$ cat src/tlsf_ram.sv
// ----------------------------------------------------------------------------
// tlsf_ram
// generic single-write, single-read memory with registered read data
// ----------------------------------------------------------------------------
`default_nettype none

module tlsf_ram #(
  parameter int unsigned WIDTH = 8,
  parameter int unsigned DEPTH = 16
) (
  input  wire logic                     clk,
  input  wire logic                     we,
  input  wire logic [$clog2(DEPTH)-1:0] waddr,
  input  wire logic [WIDTH-1:0]         wdata,
  input  wire logic [$clog2(DEPTH)-1:0] raddr,
  output logic      [WIDTH-1:0]         rdata
);

  logic [WIDTH-1:0] mem [DEPTH];

  always_ff @(posedge clk) begin
    if (we) mem[waddr] <= wdata;
    rdata <= mem[raddr];
  end

endmodule

`default_nettype wire
$ cat config.mk
export PLATFORM = sky130hd
export DESIGN_NAME = tlsf_ram
export DESIGN_NICKNAME = d
export VERILOG_FILES = /design/src/tlsf_ram.sv
export SDC_FILE = /design/constraint.sdc
export NUM_CORES = 1
export LEC_CHECK = 0
export BUFFER_PORTS_ARGS = -buffer_cell sky130_fd_sc_hd__buf_2
export CELL_PAD_IN_SITES_DETAIL_PLACEMENT = 2
export CELL_PAD_IN_SITES_GLOBAL_PLACEMENT = 2
export CORE_AREA = 2 2 96 121
export DETAILED_ROUTE_END_ITERATION = 7
export DIE_AREA = 0 0 98 123
export GPL_ROUTABILITY_DRIVEN = 0
export PLACE_DENSITY_LB_ADDON = 0.08
export SYNTH_ARGS = -nofsm -noshare
export SYNTH_HDL_FRONTEND = slang
export SYNTH_SLANG_ARGS = --single-unit
$ cat constraint.sdc
create_clock -name clk -period 2.5 [get_ports clk]
set_input_delay 0.5 -clock clk [delete_from_list [all_inputs] [get_ports clk]]
set_output_delay 0.5 -clock clk [all_outputs]
set_load 0.01 [all_outputs]
==> flow_metrics.py, run 1 <==
metrics = {
    "sta": {
        "worst_clock_skew_ns": 0.00820,
        "final_total_negative_setup_slack_ns": 0,
        "report.final.hold_viol_count": 0,
        "holdWs_ns": 0.470,
        "timing.final.setup_violations": 0,
        "period_share": 0.645,
        "fin_crit_ns": 1.61,
        "tightest_slew_ns": 0.812,
        "rsz0062_at_grt": "false",
        "fmax_ghz": 0.620,
        "worst_slew_margin_rel": 0.458,
        "report.final.slew_viol_count": 0,
    },
    "clock_tree": {
        "tritoncts": "yes",
        "ctsHoldBuffers": 0,
        "clock_latency_ns": 0.42,
        "clk_pin_slew_worst_paths_ns": 0.06,
        "post_cts_buffers": 0,
        "cts_max_level": 4,
        "cts-root-to-sink-buffers": 2,
        "tritoncts_num_sinks": 136,
        "numCtsBuffers": 17,
        "post_cts.resized_instances": 0,
        "clock-root-buffer": "sky130_fd_sc_hd__clkbuf_16",
    },
    "floorplanning": {
        "die_area_sq_um": 12100,
        "core_sq_um": 10900,
        "start_util": 0.471,
        "row_count": 43,
        "die_h_um": 123,
        "ports_placed_on_the_boundary": 26,
        "die_w_um": 98,
    },
    "global_routing": {
        "grt_max_degree": 33,
        "number_of_antenna_violations_at_the_first_check_in_global_routing": 0,
        "grt_pass1_wl_um": 19000,
        "grt_overflow_total": 0,
        "grt_util_all_layers": 0.231,
        "via_count_of_the_first_global_routing_pass": 2859,
    },
    "flow_run": {
        "maxCapViolCount": 0,
    },
    "placed_design": {
        "port_buffers": 25,
        "detailedPlacementHpwl_um": 7800,
    },
    "synth": {
        "yosys_register_bits": 136,
        "synth_cell_type_count": 19,
        "synth_seq_area_share": 0.778,
        "synthesis.instances": 229,
        "syn_nets": 247,
        "synth_area_sq_um": 5150,
        "synth.yosys.warnings": 0,
        "syn_area_per_cell_sq_um": 22.5,
    },
    "power_and_ir_drop": {
        "power_density_nw_per_um2": 891,
        "power.ir.vdd_worst_uv": 501,
        "total_leakage_power_uw": 0.00210,
    },
    "finish": {
        "share_of_layout_cells_above_drive_strength_1": 0.321,
        "final_core_utilization": 0.564,
        "nets": 301,
        "seq_area_sq_um": 4000,
        "areaGrowthSynthToFinish_pct": 19.6,
        "n_antenna_cell": 0,
        "top_library_cells_by_usage_in_the_layout_fill_and_taps_aside": "sky130_fd_sc_hd__edfxtp_1, sky130_fd_sc_hd__buf_2, sky130_fd_sc_hd__mux4_2, sky130_fd_sc_hd__buf_4, sky130_fd_sc_hd__clkbuf_16",
        "layout_commonest_cell": "sky130_fd_sc_hd__edfxtp_1",
        "num-fill-cells": 877,
        "multi_input_area_sq_um": 1060,
    },
    "routing": {
        "drt_pass1_iterations": 4,
        "vias": 2497,
        "wl_um": 12800,
        "drt_iter0_markers": 153,
        "drt-vias-per-instance": 5.79,
        "antenna_violating_nets_post_route": 0,
        "detail_route.drc_violations": 0,
        "routed_wire_length_per_instance_um": 29.7,
    },
    "worst_hold_path": {
        "hp-class": "in -> reg",
    },
    "worst_setup_path": {
        "worstSetupStartpointType": "input pin",
        "critical_path_peak_fanout": 18,
        "timing.setup.critical_path_class": "in -> reg",
        "worstPathRequired_ns": 2.80,
        "worst-endpoint-arrival_ns": 1.91,
        "cp-end-kind": "flop",
    },
    "status": {
        "outcome": "finished clean",
    },
}
metrics by stage:
step                      instances  setup WS, ns  cell area (sq um)  total power (uW)
after floorplan                 229         0.507               5150              2740
after global placement          399         0.506               5530              2860
after detailed placement        399         0.466               5530              2870
after CTS                       431         0.877               6160              5550
after global routing            431         0.808               6160              5640
final                           431         0.888               6160              5490
state kept, by name, indices dropped and copies added, names as in the netlist:
register  count
mem         128
rdata         8
logic make-up after synthesis:
group	count (synthesis)	synth area share
AO/OA/AOI/OAI	16	0.0233
buffers and inverters	10	0.0168
flip-flops	136	0.778
multiplexers	32	0.150
AND/OR/NAND/NOR	35	0.0318
Yosys cell counts:
master | n | area share
sky130_fd_sc_hd__nand2_1 | 9 | 0.0066
sky130_fd_sc_hd__buf_2 | 3 | 0.0029
sky130_fd_sc_hd__nor2b_1 | 1 | 0.0012
sky130_fd_sc_hd__a22oi_1 | 16 | 0.023
sky130_fd_sc_hd__nand3_1 | 1 | 0.00097
sky130_fd_sc_hd__nand3b_1 | 2 | 0.0029
sky130_fd_sc_hd__nor2_1 | 13 | 0.0095
sky130_fd_sc_hd__mux4_2 | 18 | 0.079
sky130_fd_sc_hd__buf_6 | 3 | 0.0066
sky130_fd_sc_hd__mux4_1 | 14 | 0.071
sky130_fd_sc_hd__nand2b_1 | 2 | 0.0024
sky130_fd_sc_hd__or3b_2 | 1 | 0.0017
sky130_fd_sc_hd__edfxtp_1 | 128 | 0.75
sky130_fd_sc_hd__clkdlybuf4s25_2 | 3 | 0.0058
sky130_fd_sc_hd__buf_4 | 1 | 0.0015
sky130_fd_sc_hd__dfxtp_1 | 8 | 0.031
sky130_fd_sc_hd__and2b_1 | 1 | 0.0015
sky130_fd_sc_hd__and2_1 | 1 | 0.0012
sky130_fd_sc_hd__nor3_1 | 4 | 0.0039
power breakdown:
| group | internal [uW] | switching, uW |
|---|---|---|
| Sequential | 2550 | 22.4 |
| Combinational | 104 | 151 |
| Clock | 1680 | 983 |
| Total | 4330 | 1160 |
cell type report:
class / instances / share of cell area
clock buffer: 18 / 0.0697
timing repair buffer: 45 / 0.0488
sequential: 136 / 0.650
multi-input combinational: 83 / 0.172
clock inverter: 14 / 0.0323
tap: 135 / 0.0274
critical path, cell delays in order:
cell,delay [ns]
sky130_fd_sc_hd__buf_2,0.43
sky130_fd_sc_hd__buf_4,0.29
sky130_fd_sc_hd__mux4_1,0.31
sky130_fd_sc_hd__a22oi_1,0.29
sky130_fd_sc_hd__nand2_1,0.08
final timing paths:
| kind | from | end | slack, ns | depth (start not counted) |
|---|---|---|---|---|
| setup / recovery | raddr[1] | rdata[2]$_DFF_P_ | 0.89 | 5 |
| hold / removal | wdata[7] | mem[13][7]$_DFFE_PP_ | 0.47 | 1 |
| setup reg to reg | mem[3][6]$_DFFE_PP_ | rdata[6]$_DFF_P_ | 1.04 | 3 |
| hold reg to reg | mem[8][2]$_DFFE_PP_ | rdata[2]$_DFF_P_ | 0.69 | 3 |
metal layers:
| metal | part of all wire | up-vias | track usage |
|---|---|---|---|
| li1 | - | 1079 | - |
| met1 | 0.41 | 1335 | 0.294 |
| met2 | 0.53 | 61 | 0.394 |
| met3 | 0.032 | 22 | 0.0509 |
| met4 | 0.019 | 0 | 0.0859 |
| met5 | 0 | - | 0 |
(Power assumes the default switching activity.)
==> inputs of run 2 (changes only) <==
Settings changed: CORE_AREA 2 2 96 121 to 2 2 101 128, DIE_AREA 0 0 98 123 to 0 0 103 130.
Clock period 2.5 ns to 1.4 ns, I/O delays scaled along.
==> flow_metrics.py, run 2 (same netlist as run 1, synthesis figures left out) <==
metrics = {
    "floorplanning": {
        "die_w_um": 103,
        "die_area_sq_um": 13400,
        "start_util": 0.418,
        "ports_placed_on_the_boundary": 26,
        "row_count": 46,
        "die_h_um": 130,
        "core_sq_um": 12300,
    },
    "clock_tree": {
        "post_cts_buffers": 0,
        "tritoncts": "yes",
        "tritoncts_num_sinks": 136,
        "clk_pin_slew_worst_paths_ns": 0.06,
        "clock_latency_ns": 0.41,
        "clock-root-buffer": "sky130_fd_sc_hd__clkbuf_16",
        "cts-root-to-sink-buffers": 2,
        "numCtsBuffers": 17,
        "cts_max_level": 4,
        "ctsHoldBuffers": 0,
    },
    "placed_design": {
        "detailedPlacementHpwl_um": 8400,
        "place.detailed.instances": 449,
        "setup_ws_pre_cts_ns": -0.373,
        "standard_cell_area_after_detailed_placement_sq_um": 5820,
        "port_buffers": 25,
    },
    "worst_setup_path": {
        "worstSetupStartpointType": "flop",
        "cp_top_family": "multiplexers",
        "regToRegSetupSlack_ns": 0.03,
        "critical_path_peak_fanout": 1,
        "worstPathRequired_ns": 1.69,
        "timing.critical_path.slowest_stage_cell": "sky130_fd_sc_hd__mux4_2",
        "crit_path_cell_trace": "mux4_2, a22oi_2, nand2_1",
        "worst-endpoint-arrival_ns": 1.66,
        "cp-end-kind": "flop",
        "slowest_delay_ns": 0.49,
        "timing.critical_path.buf_inv": 0,
        "timing.setup.critical_path_class": "reg -> reg",
    },
    "sta": {
        "fin_crit_ns": 1.37,
        "rsz0062_at_grt": "true",
        "period_share": 0.975,
        "report.final.slew_viol_count": 0,
        "fmax_ghz": 0.732,
        "timing.final.setup_violations": 0,
        "report.final.hold_viol_count": 0,
        "worst_clock_skew_ns": 0.00795,
        "final_total_negative_setup_slack_ns": 0,
        "worst_slew_margin_rel": 0.428,
        "tightest_slew_ns": 0.855,
        "fin_ws_ns": 0.0344,
    },
    "routing": {
        "drt_pass1_iterations": 4,
        "vias": 2572,
        "detail_route.drc_violations": 0,
        "wl_um": 12500,
        "routed_wire_length_per_instance_um": 26.0,
        "drt-vias-per-instance": 5.35,
        "drt_iter0_markers": 163,
        "antenna_violating_nets_post_route": 0,
    },
    "finish": {
        "areaGrowthSynthToFinish_pct": 24.1,
        "largest_registers": "mem (128), rdata (8)",
        "fin_cells": 481,
        "stdcell_area_sq_um": 6390,
        "max_flop_register": "mem",
        "n_antenna_cell": 0,
        "layout_commonest_cell": "sky130_fd_sc_hd__edfxtp_1",
        "share_of_layout_cells_above_drive_strength_1": 0.406,
        "num-fill-cells": 1131,
        "number_of_flip_flops_under_the_largest_register_name": 128,
        "final_core_utilization": 0.519,
        "nets": 318,
        "top_library_cells_by_usage_in_the_layout_fill_and_taps_aside": "sky130_fd_sc_hd__edfxtp_1, sky130_fd_sc_hd__buf_4, sky130_fd_sc_hd__buf_2",
    },
    "global_routing": {
        "grt_util_met3": 0.0482,
        "via_count_of_the_first_global_routing_pass": 2852,
        "grtUsageMet2": 0.340,
        "grt_pass1_wl_um": 18600,
        "number_of_antenna_violations_at_the_first_check_in_global_routing": 0,
        "grt_max_degree": 22,
        "globalRouteMet1Util": 0.281,
        "grt_overflow_total": 0,
        "grt_util_all_layers": 0.208,
        "grt.busiest_layer": "met2",
    },
    "flow_run": {
        "maxCapViolCount": 0,
    },
    "power_and_ir_drop": {
        "power_frac_comb": 0.059,
        "total_leakage_power_uw": 0.00218,
        "clock_power_share": 0.445,
        "seqPwrFrac": 0.496,
        "power_switching_share": 0.216,
        "power_density_nw_per_um2": 1440,
        "power.internal_uw": 7230,
        "power.ir.vdd_worst_uv": 1170,
        "p_sw_uw": 2000,
    },
    "status": {
        "outcome": "finished clean",
    },
    "worst_hold_path": {
        "hp-class": "in -> reg",
    },
}
## run 2: cell types whose count changed in the layout (fill, tap and decap cells not counted), moves of 4 or more
cell / before / now
sky130_fd_sc_hd__clkinv_2: 1 / 5
sky130_fd_sc_hd__a22oi_1: 16 / 8
sky130_fd_sc_hd__buf_4: 18 / 28
sky130_fd_sc_hd__buf_12: 2 / 9
sky130_fd_sc_hd__a22oi_2: 0 / 8
## run 2: power groups by stage
stage / clock, uW / sequential [uW] / combinational (uW)
after global routing: 4340 / 4590 / 585
after CTS: 4190 / 4580 / 552
after global placement: 0 / 4660 / 517
after floorplan: 0 / 4670 / 238
after detailed placement: 0 / 4660 / 535
final: 4110 / 4580 / 542
## run 2: repair_timing
item,CTS,global route
gates resized for setup,7,4
endpoints found under the setup margin,6,4
pin swaps,3,1
## run 2: area by class of cell
cell class | count | area [sq um] | share of cell area
Sequential cell | 136 | 4000 | 0.627
Multi-Input combinational cell | 83 | 1120 | 0.175
Timing Repair Buffer | 62 | 515 | 0.0807
Clock buffer | 20 | 437 | 0.0683
Tap cell | 168 | 210 | 0.0329
Clock inverter | 12 | 106 | 0.0166
## run 2: final timing paths
check | start | endpoint | cells after the start
max | mem[0][7]$_DFFE_PP_ | rdata[7]$_DFF_P_ | 3
min | wdata[6] | mem[14][6]$_DFFE_PP_ | 1
max reg2reg | mem[0][7]$_DFFE_PP_ | rdata[7]$_DFF_P_ | 3
min reg2reg | mem[12][4]$_DFFE_PP_ | rdata[4]$_DFF_P_ | 3
## run 2: layer usage
layer / wire (um) / up-vias
met1: 5580 / 1393
li1: - / 1109
met2: 6480 / 60
met3: 326 / 10
met4: 108 / 0
met5: 0 / -
## run 2: metrics by stage
| stage | total power, uW | hold slack (ns) |
|---|---|---|
| after CTS | 9330 | 0.245 |
| after floorplan | 4910 | 0.379 |
| after global routing | 9510 | 0.256 |
| after detailed placement | 5200 | 0.668 |
| final | 9230 | 0.260 |
| after global placement | 5170 | 0.648 |
==> inputs of run 3 (changes only) <==
Settings changed: PLACE_DENSITY set to 0.82, PLACE_DENSITY_LB_ADDON 0.08 to not set.
==> flow_metrics.py, run 3 (same netlist as run 1, synthesis figures left out) <==
metrics = {
    "finish": {
        "share_of_layout_cells_above_drive_strength_1": 0.389,
        "top_library_cells_by_usage_in_the_layout_fill_and_taps_aside": "sky130_fd_sc_hd__edfxtp_1, sky130_fd_sc_hd__buf_4, sky130_fd_sc_hd__buf_2",
        "areaGrowthSynthToFinish_pct": 23.5,
        "nets": 311,
        "stdcell_area_sq_um": 6360,
        "n_antenna_cell": 0,
        "number_of_flip_flops_under_the_largest_register_name": 128,
        "multi_input_area_sq_um": 1100,
        "largest_registers": "mem (128), rdata (8)",
        "seq_area_sq_um": 4000,
        "final_core_utilization": 0.516,
        "layout_commonest_cell": "sky130_fd_sc_hd__edfxtp_1",
        "num-fill-cells": 1097,
        "max_flop_register": "mem",
    },
    "global_routing": {
        "grt_pass1_wl_um": 19700,
        "grt_util_all_layers": 0.221,
        "number_of_antenna_violations_at_the_first_check_in_global_routing": 0,
        "grt_overflow_total": 0,
        "via_count_of_the_first_global_routing_pass": 2888,
        "grt_max_degree": 19,
    },
    "floorplanning": {
        "die_w_um": 103,
        "die_area_sq_um": 13400,
        "row_count": 46,
        "core_sq_um": 12300,
        "ports_placed_on_the_boundary": 26,
        "start_util": 0.418,
        "die_h_um": 130,
    },
    "worst_setup_path": {
        "timing.critical_path.slowest_stage_cell": "sky130_fd_sc_hd__mux4_1",
        "regToRegStartpoint": "mem[1][1]$_DFFE_PP_",
        "cp-end-kind": "flop",
        "worstPathRequired_ns": 1.70,
        "worstSetupStartpointType": "flop",
        "timing.setup.critical_path_class": "reg -> reg",
        "worst-endpoint-arrival_ns": 1.67,
        "crit_path_cell_trace": "mux4_1, a22oi_1, nand2_1",
        "critical_path_peak_fanout": 1,
        "slowest_delay_ns": 0.54,
        "reg2reg_depth": 3,
        "crit_path_start": "mem[1][1]$_DFFE_PP_",
    },
    "power_and_ir_drop": {
        "power.internal_uw": 7960,
        "seqPwrFrac": 0.459,
        "power_frac_comb": 0.050,
        "power.ir.vdd_worst_uv": 869,
        "power_switching_share": 0.204,
        "power_density_nw_per_um2": 1570,
        "total_leakage_power_uw": 0.00218,
        "p_sw_uw": 2040,
        "clock_power_share": 0.491,
    },
    "routing": {
        "drt_iter0_markers": 122,
        "detail_route.drc_violations": 0,
        "routed_wire_length_per_instance_um": 29.1,
        "drt_pass1_iterations": 4,
        "drt-vias-per-instance": 5.38,
        "antenna_violating_nets_post_route": 0,
        "vias": 2548,
        "wl_um": 13800,
    },
    "clock_tree": {
        "cts-root-to-sink-buffers": 2,
        "post_cts_buffers": 0,
        "cts_max_level": 4,
        "tritoncts": "yes",
        "clock-root-buffer": "sky130_fd_sc_hd__clkbuf_16",
        "clk_pin_slew_worst_paths_ns": 0.06,
        "clock_latency_ns": 0.42,
        "numCtsBuffers": 17,
        "tritoncts_num_sinks": 136,
        "ctsHoldBuffers": 0,
    },
    "sta": {
        "worst_slew_margin_rel": 0.366,
        "fmax_ghz": 0.727,
        "period_share": 0.983,
        "worst_clock_skew_ns": 0.00606,
        "rsz0062_at_grt": "false",
        "holdWs_ns": 0.256,
        "report.final.slew_viol_count": 0,
        "tightest_slew_ns": 0.947,
        "fin_crit_ns": 1.38,
        "report.final.hold_viol_count": 0,
        "timing.final.setup_violations": 0,
    },
    "placed_design": {
        "standard_cell_area_after_detailed_placement_sq_um": 5700,
        "detailedPlacementHpwl_um": 8480,
        "port_buffers": 25,
    },
    "worst_hold_path": {
        "hp-start": "wdata[3]",
        "hp-class": "in -> reg",
        "min_delay_path_depth": 1,
    },
    "status": {
        "outcome": "finished clean",
    },
    "flow_run": {
        "maxCapViolCount": 0,
    },
}
run 3: cell types whose count changed in the layout (fill, tap and decap cells not counted), moves of 2 or more:
cell                        delta
sky130_fd_sc_hd__a22oi_2       -3
sky130_fd_sc_hd__bufinv_16     +4
sky130_fd_sc_hd__buf_4         -2
sky130_fd_sc_hd__clkinv_2      -2
sky130_fd_sc_hd__a22oi_1       +3
sky130_fd_sc_hd__clkbuf_1      -2
sky130_fd_sc_hd__buf_12        -5
run 3: final cells by class:
type,count,area share
clock buffer,19,0.0697
multi-input combinational,83,0.173
sequential,136,0.630
clock inverter,13,0.0319
tap,168,0.0331
timing repair buffer,55,0.0630
run 3: metrics by stage:
stage                     cells  total power (uW)  TNS (ns)  setup WS [ns]
final                       474             10000         0         0.0240
after detailed placement    442              5150     -9.20         -0.317
after global placement      442              5100     -4.22         -0.283
after CTS                   474             10100         0         0.0147
after global routing        474             10200         0        0.00222
after floorplan             229              4910   -0.0929        -0.0165
run 3: worst max-delay path, delay by kind of cell, from the launching register on:
kind	cells	cell delay, ns
AND/OR/NAND/NOR	1	0.09
flip-flops	1	0.39
AO/OA/AOI/OAI	1	0.23
multiplexers	1	0.54
run 3: worst paths after layout:
| kind | to | slack [ns] |
|---|---|---|
| worst max register to register | rdata[1]$_DFF_P_ | 0.02 |
| worst max-delay path | rdata[1]$_DFF_P_ | 0.02 |
| worst min-delay path | mem[3][3]$_DFFE_PP_ | 0.26 |
| worst min register to register | rdata[7]$_DFF_P_ | 0.71 |
run 3: power by group through the flow:
stage / logic (uW) / registers, uW / clock network [uW]
final: 498 / 4600 / 4910
after global routing: 534 / 4600 / 5100
after CTS: 500 / 4600 / 4970
after detailed placement: 481 / 4670 / 0
after global placement: 446 / 4660 / 0
after floorplan: 238 / 4670 / 0
run 3: metal layers:
metal  track usage  up-vias  wire length [um]
met5             0        -                 0
met4        0.0859        0               272
met3        0.0380       21               328
met2         0.362       67              7190
met1         0.296     1361              5990
li1              -     1099                 -
run 3: timing repair:
action	4_1_cts	5_1_grt
gates resized for setup	5	4
pin swaps	0	1
setup endpoints to repair	4	4
